`src/rtl/core/gbse_pkg.sv`:
```
`timescale 1ns / 1ps

package gbse_pkg;

    typedef struct packed {
        logic [7:0]  opcode;
        logic [15:0] operand_bytes;
        logic [15:0] mem_data;
    } in_t;

    typedef struct packed {
        logic [15:0] next_pc;
        logic [15:0] af_pair;
        logic [15:0] hl_pair;
        logic [15:0] stack_ptr;
        logic        write_enable;
        logic [15:0] write_addr;
        logic [15:0] write_data;
        logic        write_is_word;
        logic [15:0] cycle_count;
        logic        recheck_interrupts;
        logic        unsupported_op;
    } out_t;

    // architectural state: register file slots A F B C D E H L
    typedef struct packed {
        logic [7:0][7:0] rf;
        logic [15:0]     sp;
        logic [15:0]     pc;
        logic [15:0]     cyc;
    } state_t;

    typedef enum logic [2:0] {
        ALU_ADD = 3'd0,
        ALU_ADC = 3'd1,
        ALU_SUB = 3'd2,
        ALU_SBC = 3'd3,
        ALU_AND = 3'd4,
        ALU_XOR = 3'd5,
        ALU_OR  = 3'd6,
        ALU_CP  = 3'd7
    } alu_kind_t;

    localparam logic [2:0] SLOT_A = 3'd0;
    localparam logic [2:0] SLOT_F = 3'd1;
    localparam logic [2:0] SLOT_B = 3'd2;
    localparam logic [2:0] SLOT_C = 3'd3;
    localparam logic [2:0] SLOT_D = 3'd4;
    localparam logic [2:0] SLOT_E = 3'd5;
    localparam logic [2:0] SLOT_H = 3'd6;
    localparam logic [2:0] SLOT_L = 3'd7;

    localparam logic [7:0] FLAG_Z = 8'h80;
    localparam logic [7:0] FLAG_N = 8'h40;
    localparam logic [7:0] FLAG_H = 8'h20;
    localparam logic [7:0] FLAG_C = 8'h10;

    // opcode fields
    localparam logic [7:0] OP_NOP  = 8'h00;
    localparam logic [7:0] OP_HALT = 8'h76;

    localparam logic [1:0] GRP_MISC = 2'b00;
    localparam logic [1:0] GRP_LD   = 2'b01;
    localparam logic [1:0] GRP_ALU  = 2'b10;
    localparam logic [1:0] GRP_HIGH = 2'b11;

    localparam logic [3:0] LO_LD_RR  = 4'h1;
    localparam logic [3:0] LO_INC_RR = 4'h3;
    localparam logic [3:0] LO_ADD_HL = 4'h9;
    localparam logic [3:0] LO_DEC_RR = 4'hB;
    localparam logic [3:0] LO_POP    = 4'h1;
    localparam logic [3:0] LO_PUSH   = 4'h5;

    localparam logic [2:0] CODE_INC    = 3'd4;
    localparam logic [2:0] CODE_DEC    = 3'd5;
    localparam logic [2:0] CODE_HL_MEM = 3'd6;
    localparam logic [2:0] CODE_IMM    = 3'd6;

    localparam logic [1:0] PAIR_BC = 2'd0;
    localparam logic [1:0] PAIR_DE = 2'd1;
    localparam logic [1:0] PAIR_HL = 2'd2;
    localparam logic [1:0] PAIR_SP = 2'd3;
    localparam logic [1:0] PAIR_AF = 2'd3;

    localparam logic [15:0] ADDR_TOP  = 16'hFFFF;
    localparam logic [15:0] ADDR_TOP2 = 16'hFFFE;

    // operand code to register slot; code 6 is (HL) and never reaches here as a register
    function automatic logic [2:0] slot_of(logic [2:0] code);
        logic [2:0] s;
        case (code)
            3'd0:    s = SLOT_B;
            3'd1:    s = SLOT_C;
            3'd2:    s = SLOT_D;
            3'd3:    s = SLOT_E;
            3'd4:    s = SLOT_H;
            3'd5:    s = SLOT_L;
            default: s = SLOT_A;
        endcase
        return s;
    endfunction

endpackage

```
`src/rtl/core/gbse_alu.sv`:
```
`timescale 1ns / 1ps

module gbse_alu import gbse_pkg::*; (
    input  alu_kind_t  kind,
    input  logic [7:0] a,
    input  logic [7:0] b,
    input  logic       carry_in,
    output logic [7:0] result,
    output logic [7:0] flags,
    output logic       write_a
);

    logic       cy;
    logic [8:0] sum9;
    logic [4:0] sum5;
    logic [7:0] diff;
    logic       z;
    logic       n;
    logic       h;
    logic       c;

    always_comb begin
        cy     = 1'b0;
        sum9   = '0;
        sum5   = '0;
        diff   = '0;
        result = '0;
        n      = 1'b0;
        h      = 1'b0;
        c      = 1'b0;
        case (kind)
            ALU_ADD, ALU_ADC: begin
                cy     = (kind == ALU_ADC) ? carry_in : 1'b0;
                sum9   = {1'b0, a} + {1'b0, b} + {8'd0, cy};
                sum5   = {1'b0, a[3:0]} + {1'b0, b[3:0]} + {4'd0, cy};
                result = sum9[7:0];
                h      = sum5[4];
                c      = sum9[8];
            end
            ALU_SUB, ALU_SBC, ALU_CP: begin
                cy     = (kind == ALU_SBC) ? carry_in : 1'b0;
                diff   = a - b - {7'd0, cy};
                result = diff;
                n      = 1'b1;
                // borrows out of bit 3 and bit 7
                h      = {1'b0, a[3:0]} < ({1'b0, b[3:0]} + {4'd0, cy});
                c      = {1'b0, a} < ({1'b0, b} + {8'd0, cy});
            end
            ALU_AND: begin
                result = a & b;
                h      = 1'b1;
            end
            ALU_XOR: begin
                result = a ^ b;
            end
            default: begin
                result = a | b;
            end
        endcase
        z = (result == 8'd0);
    end

    assign flags   = {z, n, h, c, 4'b0000};
    assign write_a = (kind != ALU_CP);

endmodule

```
`src/rtl/core/gbse_exec.sv`:
```
`timescale 1ns / 1ps

module gbse_exec import gbse_pkg::*; (
    input  state_t st_cur,
    input  in_t    item,
    output state_t state_next,
    output out_t   out_next
);

    logic [7:0]  op;
    logic [15:0] nn;
    logic [7:0]  n8;
    logic [15:0] md;
    logic [7:0]  mb;
    logic [15:0] hl;
    logic [15:0] af;
    logic [1:0]  p;
    logic [2:0]  dst;
    logic [2:0]  src;

    logic [7:0]  src_val;
    logic [7:0]  alu_b;
    logic [7:0]  alu_r;
    logic [7:0]  alu_f;
    logic        alu_wa;

    logic [7:0]  id_v;
    logic        id_dec;
    logic [7:0]  id_r;
    logic        id_h;
    logic [7:0]  id_f;

    logic [15:0] rr_cur;
    logic [16:0] add_s;
    logic [12:0] add_h;
    logic [15:0] sp_dec;

    state_t      ns;
    logic [1:0]  len;
    logic [4:0]  cyc;
    logic        ok;
    logic        we;
    logic        word;
    logic [15:0] waddr;
    logic [15:0] wdata;
    logic        recheck;

    function automatic logic [15:0] rr_get(state_t s, logic [1:0] sel);
        logic [15:0] v;
        case (sel)
            PAIR_BC: v = {s.rf[SLOT_B], s.rf[SLOT_C]};
            PAIR_DE: v = {s.rf[SLOT_D], s.rf[SLOT_E]};
            PAIR_HL: v = {s.rf[SLOT_H], s.rf[SLOT_L]};
            default: v = s.sp;
        endcase
        return v;
    endfunction

    function automatic state_t rr_set(state_t s, logic [1:0] sel, logic [15:0] v);
        state_t r;
        r = s;
        case (sel)
            PAIR_BC: {r.rf[SLOT_B], r.rf[SLOT_C]} = v;
            PAIR_DE: {r.rf[SLOT_D], r.rf[SLOT_E]} = v;
            PAIR_HL: {r.rf[SLOT_H], r.rf[SLOT_L]} = v;
            default: r.sp = v;
        endcase
        return r;
    endfunction

    assign op  = item.opcode;
    assign nn  = item.operand_bytes;
    assign n8  = item.operand_bytes[7:0];
    assign md  = item.mem_data;
    assign mb  = item.mem_data[7:0];
    assign hl  = {st_cur.rf[SLOT_H], st_cur.rf[SLOT_L]};
    assign af  = {st_cur.rf[SLOT_A], st_cur.rf[SLOT_F]};
    assign p   = op[5:4];
    assign dst = op[5:3];
    assign src = op[2:0];

    assign src_val = st_cur.rf[slot_of(src)];
    // register/(HL) operand for the 0x80 block, immediate for the 0xC6 column
    assign alu_b   = (op[7:6] == GRP_ALU) ? ((src == CODE_HL_MEM) ? mb : src_val) : n8;

    gbse_alu u_alu (
        .kind     (alu_kind_t'(dst)),
        .a        (st_cur.rf[SLOT_A]),
        .b        (alu_b),
        .carry_in (st_cur.rf[SLOT_F][4]),
        .result   (alu_r),
        .flags    (alu_f),
        .write_a  (alu_wa)
    );

    // 8-bit INC/DEC keeps C
    assign id_v   = (dst == CODE_HL_MEM) ? mb : st_cur.rf[slot_of(dst)];
    assign id_dec = (src == CODE_DEC);
    assign id_r   = id_dec ? (id_v - 8'd1) : (id_v + 8'd1);
    assign id_h   = id_dec ? (id_v[3:0] == 4'h0) : (id_v[3:0] == 4'hF);
    assign id_f   = {(id_r == 8'd0), id_dec, id_h, 1'b0, 4'b0000} | (st_cur.rf[SLOT_F] & FLAG_C);

    assign rr_cur = rr_get(st_cur, p);
    assign add_s  = {1'b0, hl} + {1'b0, rr_cur};
    assign add_h  = {1'b0, hl[11:0]} + {1'b0, rr_cur[11:0]};
    assign sp_dec = st_cur.sp - 16'd2;

    always_comb begin
        ns    = st_cur;
        len   = 2'd1;
        cyc   = 5'd4;
        ok    = 1'b1;
        we    = 1'b0;
        word  = 1'b0;
        waddr = '0;
        wdata = '0;
        case (op[7:6])
            GRP_MISC: begin
                if (op != OP_NOP) begin
                    case (op[3:0])
                        LO_LD_RR: begin
                            ns  = rr_set(st_cur, p, nn);
                            len = 2'd3;
                            cyc = 5'd12;
                        end
                        LO_INC_RR: begin
                            ns  = rr_set(st_cur, p, rr_cur + 16'd1);
                            cyc = 5'd8;
                        end
                        LO_DEC_RR: begin
                            ns  = rr_set(st_cur, p, rr_cur - 16'd1);
                            cyc = 5'd8;
                        end
                        LO_ADD_HL: begin
                            {ns.rf[SLOT_H], ns.rf[SLOT_L]} = add_s[15:0];
                            ns.rf[SLOT_F] = (st_cur.rf[SLOT_F] & FLAG_Z)
                                          | (add_h[12] ? FLAG_H : 8'h00)
                                          | (add_s[16] ? FLAG_C : 8'h00);
                            cyc = 5'd8;
                        end
                        default: begin
                            if (src == CODE_INC || src == CODE_DEC) begin
                                ns.rf[SLOT_F] = id_f;
                                if (dst == CODE_HL_MEM) begin
                                    we    = 1'b1;
                                    waddr = hl;
                                    wdata = {8'h00, id_r};
                                    cyc   = 5'd12;
                                end else begin
                                    ns.rf[slot_of(dst)] = id_r;
                                end
                            end else if (src == CODE_IMM) begin
                                len = 2'd2;
                                if (dst == CODE_HL_MEM) begin
                                    we    = 1'b1;
                                    waddr = hl;
                                    wdata = {8'h00, n8};
                                    cyc   = 5'd12;
                                end else begin
                                    ns.rf[slot_of(dst)] = n8;
                                    cyc = 5'd8;
                                end
                            end else begin
                                ok = 1'b0;
                            end
                        end
                    endcase
                end
            end
            GRP_LD: begin
                if (op == OP_HALT) begin
                    ok = 1'b0;
                end else if (dst == CODE_HL_MEM) begin
                    we    = 1'b1;
                    waddr = hl;
                    wdata = {8'h00, src_val};
                    cyc   = 5'd8;
                end else begin
                    ns.rf[slot_of(dst)] = (src == CODE_HL_MEM) ? mb : src_val;
                    cyc = (src == CODE_HL_MEM) ? 5'd8 : 5'd4;
                end
            end
            GRP_ALU: begin
                ns.rf[SLOT_F] = alu_f;
                if (alu_wa) begin
                    ns.rf[SLOT_A] = alu_r;
                end
                cyc = (src == CODE_HL_MEM) ? 5'd8 : 5'd4;
            end
            default: begin
                if (src == CODE_IMM) begin
                    ns.rf[SLOT_F] = alu_f;
                    if (alu_wa) begin
                        ns.rf[SLOT_A] = alu_r;
                    end
                    len = 2'd2;
                    cyc = 5'd8;
                end else if (op[3:0] == LO_POP) begin
                    if (p == PAIR_AF) begin
                        ns.rf[SLOT_A] = md[15:8];
                        ns.rf[SLOT_F] = {md[7:4], 4'b0000};
                    end else begin
                        ns = rr_set(st_cur, p, md);
                    end
                    ns.sp = st_cur.sp + 16'd2;
                    cyc   = 5'd12;
                end else if (op[3:0] == LO_PUSH) begin
                    ns.sp = sp_dec;
                    we    = 1'b1;
                    word  = 1'b1;
                    waddr = sp_dec;
                    wdata = (p == PAIR_AF) ? af : rr_cur;
                    cyc   = 5'd16;
                end else begin
                    ok = 1'b0;
                end
            end
        endcase

        if (ok) begin
            ns.pc  = st_cur.pc + {14'd0, len};
            ns.cyc = st_cur.cyc + {11'd0, cyc};
        end else begin
            ns    = st_cur;
            we    = 1'b0;
            word  = 1'b0;
            waddr = '0;
            wdata = '0;
        end
        recheck = we && (word ? (waddr >= ADDR_TOP2) : (waddr == ADDR_TOP));
    end

    assign state_next = ns;

    assign out_next.next_pc            = ns.pc;
    assign out_next.af_pair            = {ns.rf[SLOT_A], ns.rf[SLOT_F]};
    assign out_next.hl_pair            = {ns.rf[SLOT_H], ns.rf[SLOT_L]};
    assign out_next.stack_ptr          = ns.sp;
    assign out_next.write_enable       = we;
    assign out_next.write_addr         = waddr;
    assign out_next.write_data         = wdata;
    assign out_next.write_is_word      = word;
    assign out_next.cycle_count        = ns.cyc;
    assign out_next.recheck_interrupts = recheck;
    assign out_next.unsupported_op     = !ok;

endmodule

```
`src/rtl/core/gb_cpu_subset_execute.sv`:
```
`timescale 1ns / 1ps

// channel   direction  handshake          payload
// s_        in         s_valid / s_ready  s_data (in_t: opcode, operands, memory operand)
// m_        out        m_valid / m_ready  m_data (out_t: PC, AF, HL, SP, write, status)
//
// One instruction per clock while the result is not stalled: an item is held in
// the input register, executed against the register file, SP, PC and clock count,
// and then registered into the result register once that is free or departing.
// The state register is updated in the same cycle as the result register, so
// throughput is one item per cycle unless the output stalls.
// A stalled result holds the pipe; an input is still taken while the input
// register drains into a free or departing result slot.
// aresetn (synchronous) clears registers A-L, SP, PC, the clock count and both valids.
module gb_cpu_subset_execute import gbse_pkg::*; (
    input  logic aclk,
    input  logic aresetn,
    input  logic s_valid,
    output logic s_ready,
    input  in_t  s_data,
    output logic m_valid,
    input  logic m_ready,
    output out_t m_data
);

    in_t    in_reg;
    logic   in_valid_reg;
    out_t   out_reg;
    logic   out_valid_reg;
    state_t state_reg;
    state_t state_next;
    out_t   out_next;
    logic   advance;

    assign advance = in_valid_reg && (!out_valid_reg || m_ready);
    assign s_ready = !in_valid_reg || advance;
    assign m_valid = out_valid_reg;
    assign m_data  = out_reg;

    gbse_exec u_exec (
        .st_cur     (state_reg),
        .item       (in_reg),
        .state_next (state_next),
        .out_next   (out_next)
    );

    always_ff @(posedge aclk) begin
        if (!aresetn) begin
            in_valid_reg  <= 1'b0;
            out_valid_reg <= 1'b0;
            state_reg     <= '0;
        end else begin
            if (s_valid && s_ready) begin
                in_valid_reg <= 1'b1;
            end else if (advance) begin
                in_valid_reg <= 1'b0;
            end
            if (advance) begin
                out_valid_reg <= 1'b1;
                state_reg     <= state_next;
            end else if (m_ready) begin
                out_valid_reg <= 1'b0;
            end
        end
    end

    // payload registers
    always_ff @(posedge aclk) begin
        if (s_valid && s_ready) begin
            in_reg <= s_data;
        end
        if (advance) begin
            out_reg <= out_next;
        end
    end

endmodule

```
`config.mk`:
```
export PLATFORM = sky130hd
export DESIGN_NAME = gb_cpu_subset_execute
export DESIGN_NICKNAME = d
export VERILOG_FILES = /design/src/rtl/core/gbse_pkg.sv /design/src/rtl/core/gbse_alu.sv /design/src/rtl/core/gbse_exec.sv /design/src/rtl/core/gb_cpu_subset_execute.sv
export SDC_FILE = /design/constraint.sdc
export NUM_CORES = 1
export LEC_CHECK = 0
export BUFFER_PORTS_ARGS = -buffer_cell sky130_fd_sc_hd__buf_2
export CAP_MARGIN = 20
export CORE_MARGIN = 4
export CORE_UTILIZATION = 40
export CTS_CLUSTER_DIAMETER = 80
export CTS_CLUSTER_SIZE = 30
export DETAILED_ROUTE_END_ITERATION = 7
export PLACE_DENSITY_LB_ADDON = 0.1
export SYNTH_ARGS = -nofsm -noshare
export SYNTH_HDL_FRONTEND = slang
export SYNTH_SLANG_ARGS = --single-unit
```
`constraint.sdc`:
```
create_clock -name aclk -period 7.9 [get_ports aclk]
set_clock_uncertainty 0.1 [all_clocks]
set_input_delay 0.79 -clock aclk [delete_from_list [all_inputs] [get_ports aclk]]
set_output_delay 0.79 -clock aclk [all_outputs]
set_load 0.01 [all_outputs]
```
### Word-level counts from Yosys, hierarchy flattened

Index checks and enable logic that the tools add are counted.

| storage, ports and cells | value |
|---|---|
| register bits after elaboration | 270 |
| bits of input ports | 44 |
| logic and storage cells | 289 |
| output and inout bits | 118 |

| cells by class | value |
|---|---|
| $add $sub $neg | 18 |
| eq/ne operators | 43 |
| $lt $le $gt $ge | 11 |
| bitwise operators | 7 |
| reductions and logical operators | 33 |
| mux-type cells | 150 |

Operators with widths:

| cell | number |
|---|---|
| 16-bit two-way mux | 38 |
| 64-bit two-way mux | 7 |
| 48-bit one-hot mux with 3 select lines | 2 |
| 64-bit bitwise mux | 3 |
| 16-bit one-hot mux with 3 select lines | 4 |
| 48-bit two-way mux | 3 |
| 32-bit one-hot mux with 4 select lines | 1 |
| 112-bit two-way mux | 1 |
| 8-bit two-way mux | 14 |
| 48-bit one-hot mux with 2 select lines | 1 |
| 80-bit two-way mux | 1 |
| 8-bit demux with 3-bit select | 3 |
| 16-bit one-hot mux with 4 select lines | 1 |
| 8-bit binary-select mux with 3-bit select | 2 |
| 5-bit two-way mux | 9 |
| 3-bit two-way mux | 13 |
| 3-bit one-hot mux with 6 select lines | 2 |
| 32-bit two-way mux | 1 |
| 8-bit one-hot mux with 4 select lines | 1 |
| 16-bit AND reduction | 2 |
| 1-bit two-way mux | 28 |
| 3-bit inequality test, second input constant | 9 |
| 8-bit bitwise OR | 3 |
| 3-bit == test, second input constant | 7 |
| other kinds (64) | 106 |

### Depth between registers and ports, before layout

| logic depth | value |
|---|---|
| depth after elaboration | 20 |
| mapped depth | 24 |
| mapped depth without buffers | 21 |

### Modules after synthesis

Synthesis repeated with hierarchy kept, for this count alone.

| unflattened totals | value |
|---|---|
| cell total of the unflattened synthesis | 3042 |
| area, all modules | 24760.0 um^2 |

By module, submodules not included:

| module | cells each | seq. area each (um^2) | instances | area each (um^2) |
|---|---|---|---|---|
| gbse_exec | 2135 | 0.0 | 1 | 13638.1 |
| gb_cpu_subset_execute | 651 | 6966.7 | 1 | 9247.6 |
| gbse_alu | 256 | 0.0 | 1 | 1874.3 |

### Worst setup path before layout

No wires, ideal clock.

| path | value |
|---|---|
| kind | flip-flop to flip-flop |
| start | register in_reg[32] (netlist name) |
| end | register out_reg (netlist bit m_data[91]) (data pin) |
| arrival time | 5670 ps |
| setup slack | 1985 ps |
| data required time | 7655 ps |
| path buffers | 3 |
| clock period less this slack | 5915 ps |
| library setup time | 145 ps |
| stages on the path, launching flop included | 23 |
| path through | edfxtp_1 > buf_4 > buf_2 > buf_2 > mux2_2 > mux4_2 > mux2i_1 > nor2_1 > a21o_1 > fa_1 > ha_1 > nor2_1 > fa_1 > a21boi_0 > nor2_1 > xnor2_1 > a221o_1 > or4_1 > or3_1 > o41a_1 > nor2_1 > a2bb2oi_2 > o21ai_1 |

RTL lines:

| element | line | source |
|---|---|---|
| from (decl) | gb_cpu_subset_execute.sv:26 | `in_t in_reg;` |
| from (signal assigned) | gb_cpu_subset_execute.sv:70 | `in_reg <= s_data;` |
| to (signal assigned) | gb_cpu_subset_execute.sv:73 | `out_reg <= out_next;` |
| to (decl) | gb_cpu_subset_execute.sv:28 | `out_t out_reg;` |

==> reports/metrics.json <==
{
  "worst_setup_path": {
    "biggest_fanout_along_the_worst_timing_path": 18,
    "critical_path_class": "reg2reg",
    "cp-end-kind": "register",
    "worstPathRequired_ps": 8220,
    "worstSetupStartpointType": "register",
    "worst_ep_arrival_time_ps": 6800
  },
  "cells_and_area": {
    "finish.net_count": 2823,
    "largest_register_ffs": 114,
    "fin_area_um2": 23740,
    "syn_to_final_growth_pct": 11.87,
    "final_layout_size_suffix_gt1_frac": 0.1522,
    "filler_cell_count": 5332,
    "utilization": 0.4517
  },
  "placement": {
    "gp_congestion": 1.092,
    "placedInstanceArea_um2": 22900,
    "port_buffers": 159,
    "dp.final_hpwl_um": 83910
  },
  "logic_synthesis": {
    "post_syn_area_um2": 21220,
    "synth_fa_ha_area_frac": 0.05708,
    "synthMuxAreaShare": 0.05443,
    "synth_top_area_share": 0.2179,
    "synth-compound-area-share": 0.2845,
    "cells_after_synth": 2597,
    "netlist.top_cell.by_area": "edfxtp_1",
    "synth-simple-area-share": 0.1803,
    "synthXorXnorAreaFrac": 0.04658,
    "syn_area_per_cell_um2": 8.171,
    "share_of_the_yosys_chip_area_belonging_to_registers": 0.3236,
    "synthDistinctLibCells": 99,
    "ys_dominant_reg_cell": "edfxtp_1",
    "synth-seq-cells": 266,
    "synth_common_cells": "nand2_1, nor2_1, o21ai_0",
    "synth.area.top_cells": "edfxtp_1, dfxtp_1, o21ai_0",
    "postSynth.asyncResetShare": 0,
    "synthesis.yosys.warnings": 0,
    "synth_top_family_by_area": "compound AO/OA/AOI/OAI gates",
    "synth-edff-count": 154,
    "post-synth-top-count-cell": "nand2_1"
  },
  "run_status": {
    "run_status": "completed"
  },
  "timing": {
    "rsz_0062_raised_after_global_routing": "false",
    "worst_slew_margin_rel": 0.09048,
    "actual_slew_at_the_worst_max_slew_pin_ps": 1364,
    "period_share": 0.8203,
    "timing.final.max_slew_violations": 0,
    "fmax_mhz": 154.3,
    "report.final.setup_viol": 0,
    "hold_viol_final": 0,
    "period_needed_ps": 6481,
    "setup_tns_ps": 0
  },
  "global_routing": {
    "initial_antenna_violation_count": 7,
    "grt_first_pass_wirelength_um": 158800,
    "grt_pass1_vias": 21650,
    "gr-total-overflow": 0,
    "grt_max_degree": 86,
    "grt_util_all_layers": 0.3796
  },
  "floorplan": {
    "ioPinCount": 162,
    "rows": 84,
    "core_region_area_um2": 52550,
    "fp.dieH_um": 238.3,
    "die_width_um": 238.3,
    "die_area_um2": 56800,
    "floorplan.initialDensity": 0.4038
  },
  "cts": {
    "cts.htree.levels": 1,
    "clock-sinks": 266,
    "tritoncts": "done",
    "clkSlewWorstSetupHoldPaths_ps": 100,
    "cts_hold_buffers": 0,
    "post_cts_resized": 0,
    "cts_root_buf": "clkbuf_16",
    "cts-buffers-inserted": 21,
    "post-cts-setup-buffer-count": 0,
    "clock_path_buffers": 3,
    "clkLatencyLatePin_ps": 590
  },
  "power_and_ir_drop": {
    "sequentialPowerShare": 0.418,
    "netSwitchingFraction": 0.3785,
    "comb_power_share": 0.268,
    "power.ir.vdd_worst_uv": 199.5,
    "pwr-share-clk": 0.314,
    "internal_power_uw": 2417,
    "power.density_cell_area_nw_per_um2": 163.9,
    "power_switching_uw": 1472,
    "cell_leakage_power_uw": 0.008949,
    "total_power_uw": 3890
  },
  "routing": {
    "initialDrtViolationCount": 3422,
    "detail_route.wl_per_cell_um": 33.18,
    "drc": 0,
    "vias": 23350,
    "antenna_left": 0,
    "detail_route.first_pass.iterations": 6,
    "finalWirelength_um": 112600,
    "detail_route.vias_per_cell": 6.879
  },
  "run": {
    "maxCapViolations": 0
  },
  "hold_path": {
    "worst_hold_path_type": "in2reg"
  }
}
==> final timing paths <==
check	startpoint	end	slack [ps]	cells past startpoint
setup / recovery	in_reg[32]	m_data[91]	1420	21
hold / removal	s_data[10]	in_reg[10]	270	1
setup reg to reg	in_reg[32]	m_data[91]	1420	21
hold reg to reg	state_reg[4]	state_reg[4]	390	2
==> per-layer routing <==
metal	GRT usage	vias up	routed length [um]
met2	0.5598	1812	46810
met1	0.4871	11180	42530
met5	0	-	29
met3	0.1021	487	13260
met4	0.2556	4	9969
li1	-	9861	-
==> area by class of cell <==
cell class                      instances  area, um2  share of cell area
Sequential cell                       266       6867              0.2893
Multi-Input combinational cell       2050      13280              0.5592
Clock inverter                         16      292.8             0.01233
Antenna cell                            5      12.51           0.0005271
Inverter                               84      320.3             0.01349
Timing Repair Buffer                  264       1584             0.06673
Clock buffer                           21      525.5             0.02214
Tap cell                              688      860.8             0.03626
==> stage by stage <==
step,setup slack [ps],hold slack [ps],std cells
floorplan,1985,353.9,2598
CTS,1455,263.0,3388
global placement,1502,363.7,3350
detailed placement,1490,384.1,3351
finish,1419,269.4,3394
global route,1100,265.8,3389
==> power groups by stage <==
| stage | clock network [uW] | registers (uW) | logic [uW] |
|---|---|---|---|
| after global placement | 0 | 1650 | 989 |
| after detailed placement | 0 | 1650 | 993 |
| after floorplan | 0 | 1620 | 606 |
| final | 1220 | 1630 | 1040 |
| after CTS | 1240 | 1620 | 998 |
| after global routing | 1300 | 1630 | 1090 |
==> placed cells by master (no fill, tap or decap), types with 41 or more instances in the layout <==
master	netlist	layout
nor2_1	257	257
buf_4	6	105
edfxtp_1	154	154
nand3_1	59	59
xnor2_1	61	61
buf_2	16	159
inv_1	75	74
dfxtp_1	112	112
a22oi_1	41	41
xor2_1	50	49
o21ai_0	232	232
ha_1	84	82
nand2_1	305	305
a21oi_1	223	222
nor3_1	59	57
==> critical path, cell delays in order (launching register included) <==
cell and delay, ps:
edfxtp_1 870, buf_4 340, mux2_2 350, mux4_2 490, mux2i_1 270, nor2_1 70, a21o_1 250, fa_1 520
inv_1 80, ha_1 160, nor2_1 60, fa_1 400, a21boi_0 230, nor2_1 80, xnor2_1 130, a221o_1 330
or4_1 490, or3_1 360, o41a_1 420, nor2_1 140, a2bb2oi_2 80, o21ai_1 120
==> cells by family after synthesis <==
kind of cell,after synthesis
AO/OA/AOI/OAI,912
flip-flops,266
XOR/XNOR,112
AND/OR/NAND/NOR,846
buffers and inverters,282
adder cells (fa/ha/maj),92
other,1
multiplexers,86
Power figures use the tool's default switching activity.
